<file path="config.mk">
export PLATFORM = sky130hd
export DESIGN_NAME = superio_config_port
export DESIGN_NICKNAME = d
export VERILOG_FILES = /design/src/scfg_pkg.sv /design/src/scfg_key_match.sv /design/src/scfg_dev_regs.sv /design/src/superio_config_port.sv
export SDC_FILE = /design/constraint.sdc
export NUM_CORES = 1
export LEC_CHECK = 0
export BUFFER_PORTS_ARGS = -buffer_cell sky130_fd_sc_hd__buf_2
export CAP_MARGIN = 10
export CORE_MARGIN = 2
export CORE_UTILIZATION = 45
export DETAILED_ROUTE_END_ITERATION = 8
export GPL_ROUTABILITY_DRIVEN = 0
export PLACE_DENSITY = 0.73
export SYNTH_ARGS = -nofsm -noshare
export SYNTH_HDL_FRONTEND = slang
export SYNTH_HIERARCHICAL = 1
export SYNTH_SLANG_ARGS = --single-unit
</file>
<file path="constraint.sdc">
create_clock -name clk -period 3.95 [get_ports clk]
set_input_delay 0.395 -clock clk [delete_from_list [all_inputs] [get_ports clk]]
set_output_delay 0.395 -clock clk [all_outputs]
set_load 0.01 [all_outputs]
</file>
<file path="src/scfg_pkg.sv">
// ----------------------------------------------------------------------------
// scfg_pkg
// Shared constants and types of the Super IO configuration port: unlock key,
// register indexes, the serial logical device table and the request struct.
// ----------------------------------------------------------------------------
`default_nettype none

package scfg_pkg;

  localparam int NUM_SERIAL_DEVICES = 6;
  localparam int SLOT_W = (NUM_SERIAL_DEVICES > 1) ? $clog2(NUM_SERIAL_DEVICES) : 1;

  // Unlock key bytes, in order.
  localparam int KEY_LEN = 4;
  localparam logic [7:0] UNLOCK_KEY [KEY_LEN] = '{8'h87, 8'h01, 8'h55, 8'h55};

  // Register indexes.
  localparam logic [7:0] REG_LOCK      = 8'h02;
  localparam logic [7:0] REG_LDN       = 8'h07;
  localparam logic [7:0] REG_ID_HIGH   = 8'h20;
  localparam logic [7:0] REG_ID_LOW    = 8'h21;
  localparam logic [7:0] REG_ENABLE    = 8'h30;
  localparam logic [7:0] REG_BASE_HIGH = 8'h60;
  localparam logic [7:0] REG_BASE_LOW  = 8'h61;
  localparam logic [7:0] REG_CLOCK     = 8'hF0;

  // Bit of a lock-register write that returns the port to the locked state.
  localparam int LOCK_BIT = 1;

  // Logical device numbers of the serial devices, one per slot.
  localparam logic [7:0] SERIAL_LDN [6] = '{8'h01, 8'h02, 8'h08, 8'h09, 8'h0B, 8'h0C};

  // Configuration register addresses (byte address bit 2 selects the register).
  localparam logic CFG_IDX_CHIP_IDENTITY = 1'b0;
  localparam logic [15:0] CHIP_IDENTITY_RESET = 16'h8786;

  localparam logic [7:0] LOCKED_READ = 8'hFF;

  // Request from the access decoder to the logical device register file.
  typedef struct packed {
    logic       wr;
    logic [7:0] index;
    logic [7:0] ldn;
    logic [7:0] data;
  } dev_req_t;

endpackage

`default_nettype wire

</file>
<file path="src/scfg_key_match.sv">
// ----------------------------------------------------------------------------
// scfg_key_match
// Tracks the unlock key sequence on index-port writes while locked and
// pulses unlock when the last key byte arrives.
// ----------------------------------------------------------------------------
`default_nettype none

module scfg_key_match (
  input  wire logic       clk,
  input  wire logic       rst_n,
  input  wire logic       key_we,
  input  wire logic [7:0] key_byte,
  output logic            unlock
);

  localparam int PROG_W = $clog2(scfg_pkg::KEY_LEN);

  logic [PROG_W-1:0] progress_r;
  logic [PROG_W-1:0] progress_nxt;
  logic              match;
  logic              last;

  assign match = (key_byte == scfg_pkg::UNLOCK_KEY[progress_r]);
  assign last  = (progress_r == PROG_W'(scfg_pkg::KEY_LEN - 1));
  assign unlock = key_we && match && last;

  always_comb begin
    progress_nxt = progress_r;
    if (key_we) begin
      if (match) begin
        progress_nxt = last ? '0 : progress_r + 1'b1;
      end else if (key_byte == scfg_pkg::UNLOCK_KEY[0]) begin
        // A mismatching byte that is itself the first key byte restarts at one.
        progress_nxt = PROG_W'(1);
      end else begin
        progress_nxt = '0;
      end
    end
  end

  always_ff @(posedge clk) begin
    if (!rst_n) begin
      progress_r <= '0;
    end else begin
      progress_r <= progress_nxt;
    end
  end

endmodule

`default_nettype wire

</file>
<file path="src/scfg_dev_regs.sv">
// ----------------------------------------------------------------------------
// scfg_dev_regs
// Per-device register file of the serial logical devices: enable, base
// address high and low, and clock configuration.
// ----------------------------------------------------------------------------
`default_nettype none

module scfg_dev_regs (
  input  wire logic                clk,
  input  wire logic                rst_n,
  input  wire scfg_pkg::dev_req_t  req,
  output logic [7:0]               rd_data
);

  localparam int N = scfg_pkg::NUM_SERIAL_DEVICES;

  logic                        enable_r    [N];
  logic [7:0]                  base_high_r [N];
  logic [7:0]                  base_low_r  [N];
  logic [7:0]                  clock_r     [N];
  logic                        hit;
  logic [scfg_pkg::SLOT_W-1:0] slot;

  always_comb begin
    hit  = 1'b0;
    slot = '0;
    for (int i = 0; i < N; i++) begin
      if (!hit && req.ldn == scfg_pkg::SERIAL_LDN[i]) begin
        hit  = 1'b1;
        slot = scfg_pkg::SLOT_W'(i);
      end
    end
  end

  always_comb begin
    rd_data = '0;
    if (hit) begin
      case (req.index)
        scfg_pkg::REG_ENABLE:    rd_data = {7'b0, enable_r[slot]};
        scfg_pkg::REG_BASE_HIGH: rd_data = base_high_r[slot];
        scfg_pkg::REG_BASE_LOW:  rd_data = base_low_r[slot];
        scfg_pkg::REG_CLOCK:     rd_data = clock_r[slot];
        default:                 rd_data = '0;
      endcase
    end
  end

  always_ff @(posedge clk) begin
    if (!rst_n) begin
      for (int i = 0; i < N; i++) begin
        enable_r[i]    <= 1'b0;
        base_high_r[i] <= '0;
        base_low_r[i]  <= '0;
        clock_r[i]     <= '0;
      end
    end else if (req.wr && hit) begin
      case (req.index)
        scfg_pkg::REG_ENABLE:    enable_r[slot]    <= req.data[0];
        scfg_pkg::REG_BASE_HIGH: base_high_r[slot] <= req.data;
        scfg_pkg::REG_BASE_LOW:  base_low_r[slot]  <= req.data;
        scfg_pkg::REG_CLOCK:     clock_r[slot]     <= req.data;
        default: ;
      endcase
    end
  end

endmodule

`default_nettype wire

</file>
<file path="src/superio_config_port.sv">
// ----------------------------------------------------------------------------
// superio_config_port
// Chip side of a Super IO index/data configuration port.
// ----------------------------------------------------------------------------
// Each input transaction is one host byte access to the index or data port and
// yields exactly one result transaction. An access is decoded and applied to
// the configuration state in the cycle it is accepted, and its result lands in
// the output register, visible on the next cycle. The block sustains one access
// per cycle: in_ready is high whenever the output register is empty or being
// taken in the same cycle, so with out_ready held high every cycle carries a
// transaction. The chip identity register sits at APB byte address 0.
`default_nettype none

module superio_config_port (
  input  wire logic        clk,
  input  wire logic        rst_n,
  // Access channel
  input  wire logic        in_valid,
  output logic             in_ready,
  input  wire logic        in_req_type,
  input  wire logic        in_port_sel,
  input  wire logic [7:0]  in_write_byte,
  // Result channel
  output logic             out_valid,
  input  wire logic        out_ready,
  output logic [7:0]       out_read_byte,
  output logic             out_unlocked,
  // Configuration port
  input  wire logic        cfg_psel,
  input  wire logic        cfg_penable,
  input  wire logic        cfg_pwrite,
  input  wire logic [2:0]  cfg_paddr,
  input  wire logic [31:0] cfg_pwdata,
  output logic [31:0]      cfg_prdata,
  output logic             cfg_pready
);

  logic [15:0]        chip_id_r;
  logic               active_r;
  logic               active_nxt;
  logic [7:0]         index_r;
  logic [7:0]         index_nxt;
  logic [7:0]         ldn_r;
  logic [7:0]         ldn_nxt;
  logic               out_valid_r;
  logic [7:0]         out_read_byte_r;
  logic               out_unlocked_r;
  logic [7:0]         rd_nxt;
  logic               in_fire;
  logic               is_write;
  logic               is_data;
  logic               key_we;
  logic               unlock;
  logic [7:0]         dev_rd;
  scfg_pkg::dev_req_t dev_req;
  logic               cfg_wr;

  // Configuration port
  assign cfg_pready = 1'b1;
  assign cfg_wr = cfg_psel && cfg_penable && cfg_pwrite && cfg_pready &&
                  (cfg_paddr[2] == scfg_pkg::CFG_IDX_CHIP_IDENTITY);
  assign cfg_prdata = (cfg_paddr[2] == scfg_pkg::CFG_IDX_CHIP_IDENTITY) ?
                      {16'b0, chip_id_r} : '0;

  // Handshake
  assign in_ready  = !out_valid_r || out_ready;
  assign in_fire   = in_valid && in_ready;
  assign is_write  = in_req_type;
  assign is_data   = in_port_sel;

  assign out_valid     = out_valid_r;
  assign out_read_byte = out_read_byte_r;
  assign out_unlocked  = out_unlocked_r;

  assign key_we = in_fire && !active_r && is_write && !is_data;

  assign dev_req.wr    = in_fire && active_r && is_write && is_data;
  assign dev_req.index = index_r;
  assign dev_req.ldn   = ldn_r;
  assign dev_req.data  = in_write_byte;

  scfg_key_match u_key_match (
    .clk      (clk),
    .rst_n    (rst_n),
    .key_we   (key_we),
    .key_byte (in_write_byte),
    .unlock   (unlock)
  );

  scfg_dev_regs u_dev_regs (
    .clk     (clk),
    .rst_n   (rst_n),
    .req     (dev_req),
    .rd_data (dev_rd)
  );

  always_comb begin
    active_nxt = active_r;
    index_nxt  = index_r;
    ldn_nxt    = ldn_r;
    rd_nxt     = '0;
    if (!active_r) begin
      if (unlock) begin
        active_nxt = 1'b1;
      end
      if (!is_write) begin
        rd_nxt = scfg_pkg::LOCKED_READ;
      end
    end else if (is_write) begin
      if (!is_data) begin
        index_nxt = in_write_byte;
      end else if (index_r == scfg_pkg::REG_LOCK) begin
        if (in_write_byte[scfg_pkg::LOCK_BIT]) begin
          active_nxt = 1'b0;
        end
      end else if (index_r == scfg_pkg::REG_LDN) begin
        ldn_nxt = in_write_byte;
      end
    end else if (!is_data) begin
      rd_nxt = index_r;
    end else begin
      case (index_r)
        scfg_pkg::REG_LDN:     rd_nxt = ldn_r;
        scfg_pkg::REG_ID_HIGH: rd_nxt = chip_id_r[15:8];
        scfg_pkg::REG_ID_LOW:  rd_nxt = chip_id_r[7:0];
        default:               rd_nxt = dev_rd;
      endcase
    end
  end

  always_ff @(posedge clk) begin
    if (!rst_n) begin
      chip_id_r   <= scfg_pkg::CHIP_IDENTITY_RESET;
      active_r    <= 1'b0;
      index_r     <= '0;
      ldn_r       <= '0;
      out_valid_r <= 1'b0;
    end else begin
      if (cfg_wr) begin
        chip_id_r <= cfg_pwdata[15:0];
      end
      if (in_fire) begin
        active_r    <= active_nxt;
        index_r     <= index_nxt;
        ldn_r       <= ldn_nxt;
        out_valid_r <= 1'b1;
      end else if (out_ready) begin
        out_valid_r <= 1'b0;
      end
    end
  end

  always_ff @(posedge clk) begin
    if (in_fire) begin
      out_read_byte_r <= rd_nxt;
      out_unlocked_r  <= active_nxt;
    end
  end

endmodule

`default_nettype wire

</file>
==> results.toml <==
[floorplanning]
floorplan.initialDensity_pct = 46.1
rows = 55
die_h_microns = 157
coreArea_sq_um = 22800
pin_count = 96
dieWidth_microns = 157
die-area_sq_um = 24600

[sta]
fmaxAchievable_mhz = 258
fin_setup_tns_ps = 0
slew_viol_final = 0
period_share_pct = 98.0
worstMarginPinSlew_ps = 1140
finalHoldViolations = 0
rsz0062_at_grt = "false"
slew_headroom_pct = 23.9
fin_worst_skew_ps = 10.5
finalSetupViolations = 0
min_period_ps = 3870

[status]
outcome = "completed"

[power]
power_density_nw_per_um2 = 399
cellLeakagePower_nw = 4.33
ir_drop_v = 0.000345
total_power_mw = 4.75

[drt]
vias_per_cell = 5.98
wl_microns = 29100
vias = 8223
drt_first_pass_iters = 6
post-route-drc-count = 0
wire_per_inst_microns = 21.2
drtIter0Drc = 988
ant_nets = 0

[global_routing]
grt_overflow = 0
grt_pass1_wl_microns = 44900
grt_usage_pct = 24.0
grt_antenna_before_repair = 0
grt_max_degree = 49
grt_pass1_vias = 7804

[setup_path]
r2r-end = "out_read_byte[1]"
cp_max_fo = 39
start_kind = "flop"
r2r-start = "ldn_r[1]"
worstRegToRegCells = 10
critPathCaptureType = "flop"
cp_data_arrival_time_ps = 4130
r2r_slack_ps = 80
worstPathRequired_ps = 4210
criticalPathCategory = "flop to flop"

[clock_network]
clockRootBuffer = "clkbuf_16"
insertion_delay_ps = 530
cts_htree_levels = 1
cts_tree = "yes"
postCtsHoldBufs = 0
post-cts-setup-buffers = 0
numCtsBuffers = 23
cts_sinks = 209
clkSlewWorstSetupHoldPaths_ps = 60
clk_path_buf_depth = 3

[yosys]
yosysUniqueCellTypes = 95
synth.area.top_cells = "edfxtp_1, dfxtp_1, nor2_1"
seq_area_frac_synth_pct = 55.9
synth_seq_cells = 209
yosysTopAreaCell = "edfxtp_1"
synth_edf_count = 168
syn-cell-area_sq_um = 10500
async_reset_ff_share_pct = 0
synth_cells = 970
syn_avg_cell_area_sq_um = 10.8
yosys_warnings = 6
synth_top_area_share_pct = 48.1
ys.flop_type = "edfxtp_1"

[worst_hold_path]
whs_path_depth = 3
hold_path.startpoint = "cfg_pwdata[8]"
min_path_type = "input port to flop"
hold_path_end = "chip_id_r[8]"

[place]
dpl_cell_area_sq_um = 11200
io_buffers = 60
place_hpwl_microns = 20400

[layout]
layout-drive-gt1-share_pct = 18.3
final_area_sq_um = 11900
fillers = 2035
final_cell_mix = "edfxtp_1, nor2_1, nand2_1"
layout_commonest_cell = "edfxtp_1"
synthToLayoutAreaGrowth_pct = 13.6
antenna_cells = 0
nNetsFinal = 1102

[run]
max_cap_violations = 0
stage by stage:
step | utilization [%] | setup slack (ps) | std cells | hold slack (ps)
final | 52.3 | 80.5 | 1374 | 84.1
after global routing | 52.3 | 22.9 | 1374 | 86.5
after CTS | 52.3 | 137 | 1374 | 77.8
after detailed placement | 49.2 | 137 | 1335 | 458
after global placement | 49.2 | 272 | 1335 | 455
after floorplan | - | 1180 | 998 | 440
cells in the mapped netlist, types with 4 or more instances:
library cell,count
nor2_1,137
o22ai_1,9
edfxtp_1,168
nor3_1,16
a21oi_1,19
a32oi_1,9
nand3_1,52
o21ai_0,33
nand2_1,99
mux2_2,19
and3_1,6
a221oi_1,15
nand2b_1,9
a31oi_1,7
dfxtp_1,41
and2_1,6
inv_1,29
buf_2,26
nand4_1,6
a2111oi_0,4
buf_6,5
a21boi_0,12
nor4_4,4
nor3b_1,4
nor2b_1,34
buf_4,23
clkbuf_1,25
nor4_1,6
nand3_2,5
mux2i_1,40
layer usage:
metal / GRT usage, % / vias up / wire length, microns
met5: 0 / - / 0
met4: 9.52 / 0 / 1280
met3: 4.38 / 103 / 2990
met2: 38.1 / 469 / 13300
met1: 32.6 / 3996 / 11600
li1: - / 3655 / -
worst max-delay path by stage:
stage	startpoint	end	slack (ps)
2_1_floorplan	index_r[1]	u_dev_regs/clock_r[2][0]	1180
3_3_place_gp	ldn_r[2]	out_read_byte[1]	270
3_5_place_dp	ldn_r[2]	out_read_byte[1]	140
4_1_cts	ldn_r[2]	out_read_byte[1]	140
5_1_grt	ldn_r[1]	out_read_byte[1]	20
6_report	ldn_r[1]	out_read_byte[1]	80
worst max-delay path, cell delays in order, from the launching register on:
cell,delay (ps)
dfxtp_1,710
nor4b_4,580
o31a_1,230
buf_12,250
mux2i_1,400
o22ai_1,170
nor4_1,600
buf_4,230
a21oi_1,40
o21ai_0,250
o22ai_1,130
logic make-up (layout without fill, tap and decap cells):
family          count (synthesis)  count (layout)  share of synthesized area (%)
buf+inv                       111             174                           5.46
fa+ha+maj                       3               3                          0.358
other cells                     3              31                          0.107
compound gates                160             160                           11.1
flops                         209             209                           55.9
xor+xnor                        2               2                          0.167
mux                            59              59                           5.85
simple gates                  423             423                           21.1
cell type report:
class                      instances  area (sq um)  area share (%)
multi-input combinational        678          4180            35.0
inverter                          30           113           0.945
tap                              313           392            3.29
clock buffer                      25           583            4.89
timing repair buffer             105           651            5.46
sequential                       209          5870            49.2
clock inverter                    14           139            1.17
flip-flops by register name, summed over array words and instances (netlist names), 6 cells and up:
| name | flops |
|---|---|
| chip_id_r | 16 |
| index_r | 8 |
| out_read_byte | 8 |
| u_dev_regs/clock_r | 48 |
| u_dev_regs/base_high_r | 62 |
| ldn_r | 8 |
| u_dev_regs/base_low_r | 48 |
| u_dev_regs/enable_r | 6 |
repair_timing:
action / CTS / global route
resized for setup: 0 / 1
setup endpoints to repair: 0 / 1
hold endpoints to repair: 0 / 0
power by group:
| part | switching, mW | total (mW) | internal (mW) |
|---|---|---|---|
| clock network | 0.869 | 2.07 | 1.20 |
| registers | 0.0312 | 2.50 | 2.47 |
| logic | 0.122 | 0.184 | 0.0611 |
Power figures use the tool's default switching activity.
